--- src/sv/modexp_pkg.sv ---
// Package for the modular exponentiation block: constants, state and operand-select types.
`default_nettype none
package modexp_pkg;

  localparam int unsigned VAL_W    = 30;
  localparam int unsigned EXP_BITS = 30;
  localparam int unsigned MUL_W    = 31;
  localparam int unsigned PROD_W   = 2 * MUL_W;
  localparam int unsigned RED_W    = 32;

  localparam logic [VAL_W-1:0]  PRIME      = 30'd998244353;
  localparam logic [RED_W-1:0]  PRIME_R    = 32'd998244353;
  localparam logic [RED_W-1:0]  PRIME_X2   = 32'(64'd2 * 64'd998244353);
  localparam logic [MUL_W-1:0]  RECIP_MU   = 31'((64'd1 << 60) / 64'd998244353);

  typedef enum logic [2:0] {
    ST_IDLE,
    ST_MUL,
    ST_QEST,
    ST_QP,
    ST_RED,
    ST_DONE
  } state_t;

  typedef enum logic [1:0] {
    MS_OPER,
    MS_QEST,
    MS_QP
  } mul_src_t;

endpackage
`default_nettype wire

--- src/sv/modular_exponentiation.sv ---
// Modular exponentiation mod 998244353: square-and-multiply on one shared 31x31 multiplier.
// Each modular multiply steps through the MUL, QEST, QP and RED states: product, reciprocal
// quotient estimate, quotient times prime, subtract and correct. One word is in flight; the
// next is taken in idle once the result loads, and a 30-bit all-ones exponent costs
// 30 multiplies and 29 squares.
// Reset (rst_n low, synchronous) returns to idle and drops any pending output word.
`default_nettype none
module modular_exponentiation (
  input  wire logic        clk,
  input  wire logic        rst_n,
  input  wire logic        in_valid,
  output logic             in_stall,
  input  wire logic [29:0] in_base_value,
  input  wire logic [29:0] in_exponent,
  output logic             out_valid,
  input  wire logic        out_stall,
  output logic [29:0]      out_power_mod
);

  modexp_pkg::state_t   state_r, state_nxt;
  modexp_pkg::mul_src_t mul_src;
  logic op_sqr_r, op_sqr_nxt;
  logic out_valid_r;
  logic load_en, mul_en, qest_en, red_en, out_load;

  logic [modexp_pkg::VAL_W-1:0]    base_r, acc_r, out_power_mod_r;
  logic [modexp_pkg::EXP_BITS-1:0] exp_r;
  logic [modexp_pkg::PROD_W-1:0]   mul_r, mul_p;
  logic [modexp_pkg::RED_W-1:0]    x_lo_r, diff, red_full;
  logic [modexp_pkg::MUL_W-1:0]    mul_a, mul_b;
  logic [modexp_pkg::VAL_W-1:0]    base_in_red, red_val;

  always_comb begin
    state_nxt  = state_r;
    op_sqr_nxt = op_sqr_r;
    unique case (state_r)
      modexp_pkg::ST_IDLE: begin
        if (in_valid) begin
          if (in_exponent[modexp_pkg::EXP_BITS-1:0] == '0) begin
            state_nxt = modexp_pkg::ST_DONE;
          end else begin
            state_nxt  = modexp_pkg::ST_MUL;
            op_sqr_nxt = !in_exponent[0];
          end
        end
      end
      modexp_pkg::ST_MUL:  state_nxt = modexp_pkg::ST_QEST;
      modexp_pkg::ST_QEST: state_nxt = modexp_pkg::ST_QP;
      modexp_pkg::ST_QP:   state_nxt = modexp_pkg::ST_RED;
      modexp_pkg::ST_RED: begin
        if (op_sqr_r) begin
          state_nxt  = modexp_pkg::ST_MUL;
          op_sqr_nxt = !exp_r[1];
        end else if (exp_r[modexp_pkg::EXP_BITS-1:1] == '0) begin
          state_nxt = modexp_pkg::ST_DONE;
        end else begin
          state_nxt  = modexp_pkg::ST_MUL;
          op_sqr_nxt = 1'b1;
        end
      end
      modexp_pkg::ST_DONE: begin
        if (!out_valid_r || !out_stall) begin
          state_nxt = modexp_pkg::ST_IDLE;
        end
      end
      default: state_nxt = modexp_pkg::ST_IDLE;
    endcase
  end

  always_comb begin
    in_stall = 1'b1;
    load_en  = 1'b0;
    mul_en   = 1'b0;
    qest_en  = 1'b0;
    red_en   = 1'b0;
    out_load = 1'b0;
    mul_src  = modexp_pkg::MS_OPER;
    unique case (state_r)
      modexp_pkg::ST_IDLE: begin
        in_stall = 1'b0;
        load_en  = in_valid;
      end
      modexp_pkg::ST_MUL: begin
        mul_en = 1'b1;
      end
      modexp_pkg::ST_QEST: begin
        mul_en  = 1'b1;
        qest_en = 1'b1;
        mul_src = modexp_pkg::MS_QEST;
      end
      modexp_pkg::ST_QP: begin
        mul_en  = 1'b1;
        mul_src = modexp_pkg::MS_QP;
      end
      modexp_pkg::ST_RED: begin
        red_en = 1'b1;
      end
      modexp_pkg::ST_DONE: begin
        out_load = !out_valid_r || !out_stall;
      end
      default: in_stall = 1'b1;
    endcase
  end

  always_comb begin
    unique case (mul_src)
      modexp_pkg::MS_OPER: begin
        mul_a = {1'b0, (op_sqr_r ? base_r : acc_r)};
        mul_b = {1'b0, base_r};
      end
      modexp_pkg::MS_QEST: begin
        mul_a = mul_r[59:29];
        mul_b = modexp_pkg::RECIP_MU;
      end
      modexp_pkg::MS_QP: begin
        mul_a = mul_r[61:31];
        mul_b = {1'b0, modexp_pkg::PRIME};
      end
      default: begin
        mul_a = '0;
        mul_b = '0;
      end
    endcase
  end

  assign mul_p = {{modexp_pkg::MUL_W{1'b0}}, mul_a} * {{modexp_pkg::MUL_W{1'b0}}, mul_b};

  assign diff = x_lo_r - mul_r[modexp_pkg::RED_W-1:0];

  always_comb begin
    priority if (diff >= modexp_pkg::PRIME_X2) begin
      red_full = diff - modexp_pkg::PRIME_X2;
    end else if (diff >= modexp_pkg::PRIME_R) begin
      red_full = diff - modexp_pkg::PRIME_R;
    end else begin
      red_full = diff;
    end
  end

  assign red_val     = red_full[modexp_pkg::VAL_W-1:0];
  assign base_in_red = (in_base_value >= modexp_pkg::PRIME) ?
                       (in_base_value - modexp_pkg::PRIME) : in_base_value;

  always_ff @(posedge clk) begin
    if (!rst_n) begin
      state_r     <= modexp_pkg::ST_IDLE;
      op_sqr_r    <= 1'b0;
      out_valid_r <= 1'b0;
    end else begin
      state_r  <= state_nxt;
      op_sqr_r <= op_sqr_nxt;
      if (out_load) begin
        out_valid_r <= 1'b1;
      end else if (!out_stall) begin
        out_valid_r <= 1'b0;
      end
    end
  end

  always_ff @(posedge clk) begin
    if (load_en) begin
      base_r <= base_in_red;
      acc_r  <= modexp_pkg::VAL_W'(1);
      exp_r  <= in_exponent[modexp_pkg::EXP_BITS-1:0];
    end else if (red_en) begin
      if (op_sqr_r) begin
        base_r <= red_val;
        exp_r  <= exp_r >> 1;
      end else begin
        acc_r <= red_val;
      end
    end
    if (mul_en) begin
      mul_r <= mul_p;
    end
    if (qest_en) begin
      x_lo_r <= mul_r[modexp_pkg::RED_W-1:0];
    end
    if (out_load) begin
      out_power_mod_r <= acc_r;
    end
  end

  assign out_valid     = out_valid_r;
  assign out_power_mod = out_power_mod_r;

endmodule
`default_nettype wire

--- config.mk ---
export PLATFORM = sky130hd
export DESIGN_NAME = modular_exponentiation
export DESIGN_NICKNAME = d
export VERILOG_FILES = /design/src/sv/modexp_pkg.sv /design/src/sv/modular_exponentiation.sv
export SDC_FILE = /design/constraint.sdc
export NUM_CORES = 2
export LEC_CHECK = 0
export BUFFER_PORTS_ARGS = -buffer_cell sky130_fd_sc_hd__clkbuf_2
export CAP_MARGIN = 20
export CORE_MARGIN = 5
export CORE_UTILIZATION = 30
export DETAILED_ROUTE_END_ITERATION = 7
export GPL_TIMING_DRIVEN = 0
export MAX_ROUTING_LAYER = met4
export PLACE_DENSITY_LB_ADDON = 0.12
export SYNTH_ARGS = -nofsm -noshare
export SYNTH_HDL_FRONTEND = slang
export SYNTH_SLANG_ARGS = --single-unit
--- constraint.sdc ---
create_clock -name clk -period 18.3 [get_ports clk]
set_input_delay 3.66 -clock clk [delete_from_list [all_inputs] [get_ports clk]]
set_output_delay 3.66 -clock clk [all_outputs]
set_load 0.03 [all_outputs]
# ---- Word-level counts from Yosys, hierarchy flattened
# Index checks and enable logic that the tools add are counted.
dict set report word_totals {
  reg_bits 219
  input_bits 64
  output_inout_bits 32
  wordCells 78
}
dict set report op_classes {
  muxes 32
  n_mul 1
  n_addsub 4
  order_cmp 3
  bitwise_logic 1
  eq_ne 11
  reduce_logical 17
}
# operator n
set ops {}
lappend ops {{30-bit 2-to-1 mux} 10}
lappend ops {{31-bit case mux with 3 select lines} 2}
lappend ops {{30-bit subtractor (second input constant)} 3}
lappend ops {{31-bit by 31-bit multiplier with 62-bit output} 1}
lappend ops {{32-bit by 30-bit >= comparator with 1-bit output (second input constant)} 1}
lappend ops {{32-bit by 31-bit >= comparator with 1-bit output (second input constant)} 1}
lappend ops {{32-bit subtractor} 1}
lappend ops {{30-bit >= comparator (second input constant)} 1}
lappend ops {{30-bit logical NOT} 1}
lappend ops {{29-bit logical NOT} 1}
lappend ops {{3-bit case mux with 6 select lines} 1}
lappend ops {{3-bit 2-to-1 mux} 5}
lappend ops {{1-bit 2-to-1 mux} 12}
lappend ops {{3-bit by 2-bit == test with 1-bit output (second input constant)} 2}
lappend ops {{3-bit == test (second input constant)} 2}
lappend ops {{2-bit inequality test (second input constant)} 3}
lappend ops {{2-bit AND reduction} 3}
lappend ops {{2-bit nonzero test} 3}
lappend ops {{1-bit logical NOT} 4}
lappend ops {{2-bit case mux with 2 select lines} 1}
lappend ops {{3-bit by 1-bit == test with 1-bit output (second input constant)} 1}
lappend ops {{3-bit logical NOT} 1}
lappend ops {{3-bit AND reduction} 1}
lappend ops {{3-bit OR reduction} 1}
lappend ops {{other kinds (7)} 7}

# ---- Depth between registers and ports, before layout
dict set report logic_depth {
  ltp_word 7
  depth_mapped 40
  ltp_nobuf 34
}

# ---- Worst setup path before layout
# No wires, ideal clock.
dict set report synth_path {
  kind {flip-flop to flip-flop}
  startpoint {reg state_r[1]}
  endpoint {reg mul_r[55] in the netlist's numbering (data pin)}
  n_path_buf 5
  arrival_ns 9.986
  setup_slack_ns 8.054
  required_time_ns 18.040
  synth_period_minus_slack_ns 10.246
  setup_time_ns 0.260
  stages_incl_launch_ff 37
  cell_sequence {dfxtp_1 -> clkbuf_1 -> nor3b_1 -> clkbuf_1 -> ha_1 -> clkbuf_1 -> clkbuf_1 -> a22oi_1 -> a21oi_1 -> clkbuf_1 -> nand2_1 -> fa_1 -> inv_1 -> fa_1 -> fa_1 -> inv_1 -> fa_1 -> inv_1 -> fa_1 -> inv_1 -> fa_1 -> inv_1 -> fa_1 -> fa_1 -> ha_1 -> a21o_1 -> a21o_1 -> a21oi_1 -> o31ai_1 -> a311o_1 -> a31o_2 -> a21oi_1 -> o211a_1 -> o21ba_2 -> o21ai_0 -> a21oi_1 -> xnor2_1}
}
dict set report synth_between {
  elab_chain_cells 5
  elab_cells_between_ends 9
  classes_between {mul: 1; eq/ne: 4; mux: 3; reduce/logical: 1}
}
# element line_no
set synth_rtl {}
lappend synth_rtl {{from (decl)} modular_exponentiation.sv:20} ;# modexp_pkg::state_t state_r, state_nxt;
lappend synth_rtl {{from (signal assigned)} modular_exponentiation.sv:146} ;# state_r <= modexp_pkg::ST_IDLE;
lappend synth_rtl {{from (signal assigned)} modular_exponentiation.sv:150} ;# state_r <= state_nxt;
lappend synth_rtl {{3-bit by 2-bit == test with 1-bit output} modular_exponentiation.sv:78} ;# unique case (state_r)
lappend synth_rtl {{2-bit case mux with 2 select lines *} modular_exponentiation.sv:78}
lappend synth_rtl {{2-bit == test (tied with other cells)} modular_exponentiation.sv:106} ;# unique case (mul_src)
lappend synth_rtl {{31-bit case mux with 3 select lines} modular_exponentiation.sv:106}
lappend synth_rtl {{31-bit by 31-bit multiplier with 62-bit output *} modular_exponentiation.sv:126} ;# assign mul_p = {{modexp_pkg::MUL_W{1'b0}}, mul_a} * {{modexp_pkg::MUL_W{1'b0}}, mul_b};
lappend synth_rtl {{net mul_p (one bit)} modular_exponentiation.sv:28} ;# logic [modexp_pkg::PROD_W-1:0] mul_r, mul_p;
lappend synth_rtl {{to (signal assigned)} modular_exponentiation.sv:174} ;# mul_r <= mul_p;
lappend synth_rtl {{to (decl)} modular_exponentiation.sv:28}
# The timed path passes the listed nets; every way through them passes the cells marked *.
# A chain may end at the register's enable or synchronous reset.

# ---- Worst setup path in the final report
dict set report layout_path {
  startpoint {reg state_r[1]}
  endpoint {reg mul_r[58] in the netlist's numbering (data pin)}
}
# Same word-level chain as after synthesis.

==> out/qor.yml <==
fmax_ghz: 0.0743
ys_seq_area_frac: 0.147
wl_per_cell_microns: 27.1
firstDrtPassIters: 8
cts_num_sinks: 218
slowest_stage: "nor2_1"
cts_buffers: 25
endpoint_kind: "flop"
regArea_sq_um: 6200
hold_slack_ps: 449
setup_viol: 0
grt_setup_unrepaired: "false"
hold_viol_final: 0
crit_path_start_kind: "flop"
slew_viol_final: 0
synth_edf_count: 183
worstHoldStart: "mul_r[9]"
syn2layout_area_growth_pct: 10.9
grt_overflow: 0
async_flop_share: 0
worst-setup-path-type: "flop to flop"
tightest_slew_ps: 1250
avgSynthCellArea_sq_um: 9.04
die_y_microns: 385
rows: 137
ys_seq_elements: 218
cpPeakStageDelay_ps: 930
crit_path_frequent_cell: "fa_1"
rr_worst_depth: 33
final_antenna_net_count: 0
hold_buffers: 0
post-route-period-util: 0.736
maxCapViolCount: 0
startpoint: "state_r[1]"
synth_top_flop_cell: "edfxtp_1"
period_needed_ps: 13460
drive_gt1_frac: 0.0580
clock_skew_ps: 15.9
antenna_found_initial: 6
wl_microns: 183000
synth_largest_area_cell: "fa_1"
track_usage: 0.255
num_io_pins: 96
drt_iter0_drc: 2903
crit_fanout: 13
hp-class: "flop to flop"
htree_levels: 1
start_util: 0.302
worstSetupPathDepth: 33
reg2reg_slack_ps: 4840
crit_end: "mul_r[58]"
synthTopCellsByArea: "fa_1 40%, edfxtp_1 13%, ha_1 8.8%, inv_1 7.6%, nand2_1 6.1%"
critical-path-top-delay-family: "adder cells"
worstSkewPairLatency_ps: 580
cts_tree: "done"
worstPathArrival_ps: 13860
portBuffers: 95
die_x_microns: 385
final_cell_mix: "852 x inv_1, 838 x fa_1, 684 x nand2_1"
grt_pass1_vias: 35517
vias: 34214
vias_per_cell: 5.07
r2r-end: "mul_r[58]"
r2r_start: "state_r[1]"
cts_resized: 0
grt_max_degree: 32
finalSetupTns_ps: 0
cts_setup_buffers: 0
clkTransAtPathRegs_ps: 70
route.detailed.drc: 0
slew-limit-headroom: 0.167
synth_cell_types: 93
yosys.area.top_type_share: 0.397
core-area_sq_um: 140000
grt_pass1_wl_microns: 263000
synth_cells: 4671
clockBufferDepth: 3
multi_input_area_sq_um: 32000
cts-root-buf: "clkbuf_16"
fill_cells: 14825
status: "finished clean"
cp_num_buf_inv: 8
final_common_cell: "inv_1"
hpwl_microns: 155000
nNetsFinal: 6044
synthesis.nets: 5870
place.gp.congestion: 1.02
yosysWarnings: 0
netlist_area_sq_um: 42200
critical_path_required_ps: 18700
die-area_sq_um: 148000
-- how the worst min path moves through the flow --
stage                             end  depth (start not counted)
detailed placement          x_lo_r[9]                          0
finish                      x_lo_r[9]                          0
CTS                         x_lo_r[9]                          0
floorplan           out_power_mod[10]                          0
global placement            x_lo_r[2]                          0
global route                x_lo_r[4]                          0
-- cell usage after synthesis (4+ instances only) --
library cell / number
a22o_1: 5
nor3_1: 27
a21o_1: 82
ha_1: 297
o21bai_1: 18
a211o_1: 4
or4_1: 4
nor3b_1: 4
fa_1: 838
inv_1: 852
and4_1: 6
nand4_1: 21
o41ai_1: 4
o21ai_1: 15
or2_2: 4
clkbuf_1: 203
nand4b_1: 4
or3_1: 17
dfxtp_1: 35
o31ai_1: 7
buf_1: 18
xor2_1: 42
and2_1: 42
a21oi_2: 5
a31oi_1: 8
nor4_1: 26
xnor2_1: 86
mux2_2: 31
edfxtp_1: 183
o211ai_1: 18
o21ai_0: 70
nor2b_1: 7
o22ai_1: 4
buf_2: 8
nand2b_1: 14
nand2_1: 684
a21oi_1: 187
nand3_1: 39
nand3b_1: 5
a22oi_1: 34
a211oi_1: 16
and3_1: 14
nor2_1: 600
o21a_1: 9
-- layout make-up --
class,count,area share
multi-input cells,3368,0.683
flip-flops and latches,218,0.132
inverters,853,0.0683
well taps,1876,0.0501
repair buffers,147,0.0286
plain buffers,232,0.0192
clock buffers,29,0.0141
clock inverters,17,0.00403
diodes,5,0.000267
-- logic make-up after synthesis --
group	count (synthesis)	share of synthesized area
adder cells (fa/ha/maj)	1135	0.485
XOR/XNOR	129	0.0269
flip-flops	218	0.147
buffers and inverters	1085	0.0971
AO/OA/AOI/OAI	538	0.0836
multiplexers	35	0.00933
AND/OR/NAND/NOR	1531	0.151
-- metal layers --
layer	global-route usage	routed length (microns)	up-vias
met4	0.0932	8720	0
met3	0.0421	13000	320
met5	-	0	-
li1	-	-	14856
met2	0.384	80600	1302
met1	0.348	80700	17736
-- stage by stage --
stage / setup slack, ps / area (sq um) / utilization / cells
floorplan: 8050 / 42200 / - / 4671
global placement: 2460 / 45100 / 0.323 / 6642
detailed placement: 5260 / 45900 / 0.329 / 6691
CTS: 5210 / 46800 / 0.335 / 6737
global route: 4380 / 46800 / 0.335 / 6743
finish: 4840 / 46900 / 0.335 / 6745
-- registers in the layout (all words and copies together), names as in the netlist --
signal	count
acc_r	30
base_r	30
exp_r	29
mul_r	62
op_sqr_r	1
out_power_mod	30
out_valid	1
state_r	3
x_lo_r	32
Power is not shown: default switching activity piles up to over one toggle a cycle in this logic, so the estimate is an artifact.
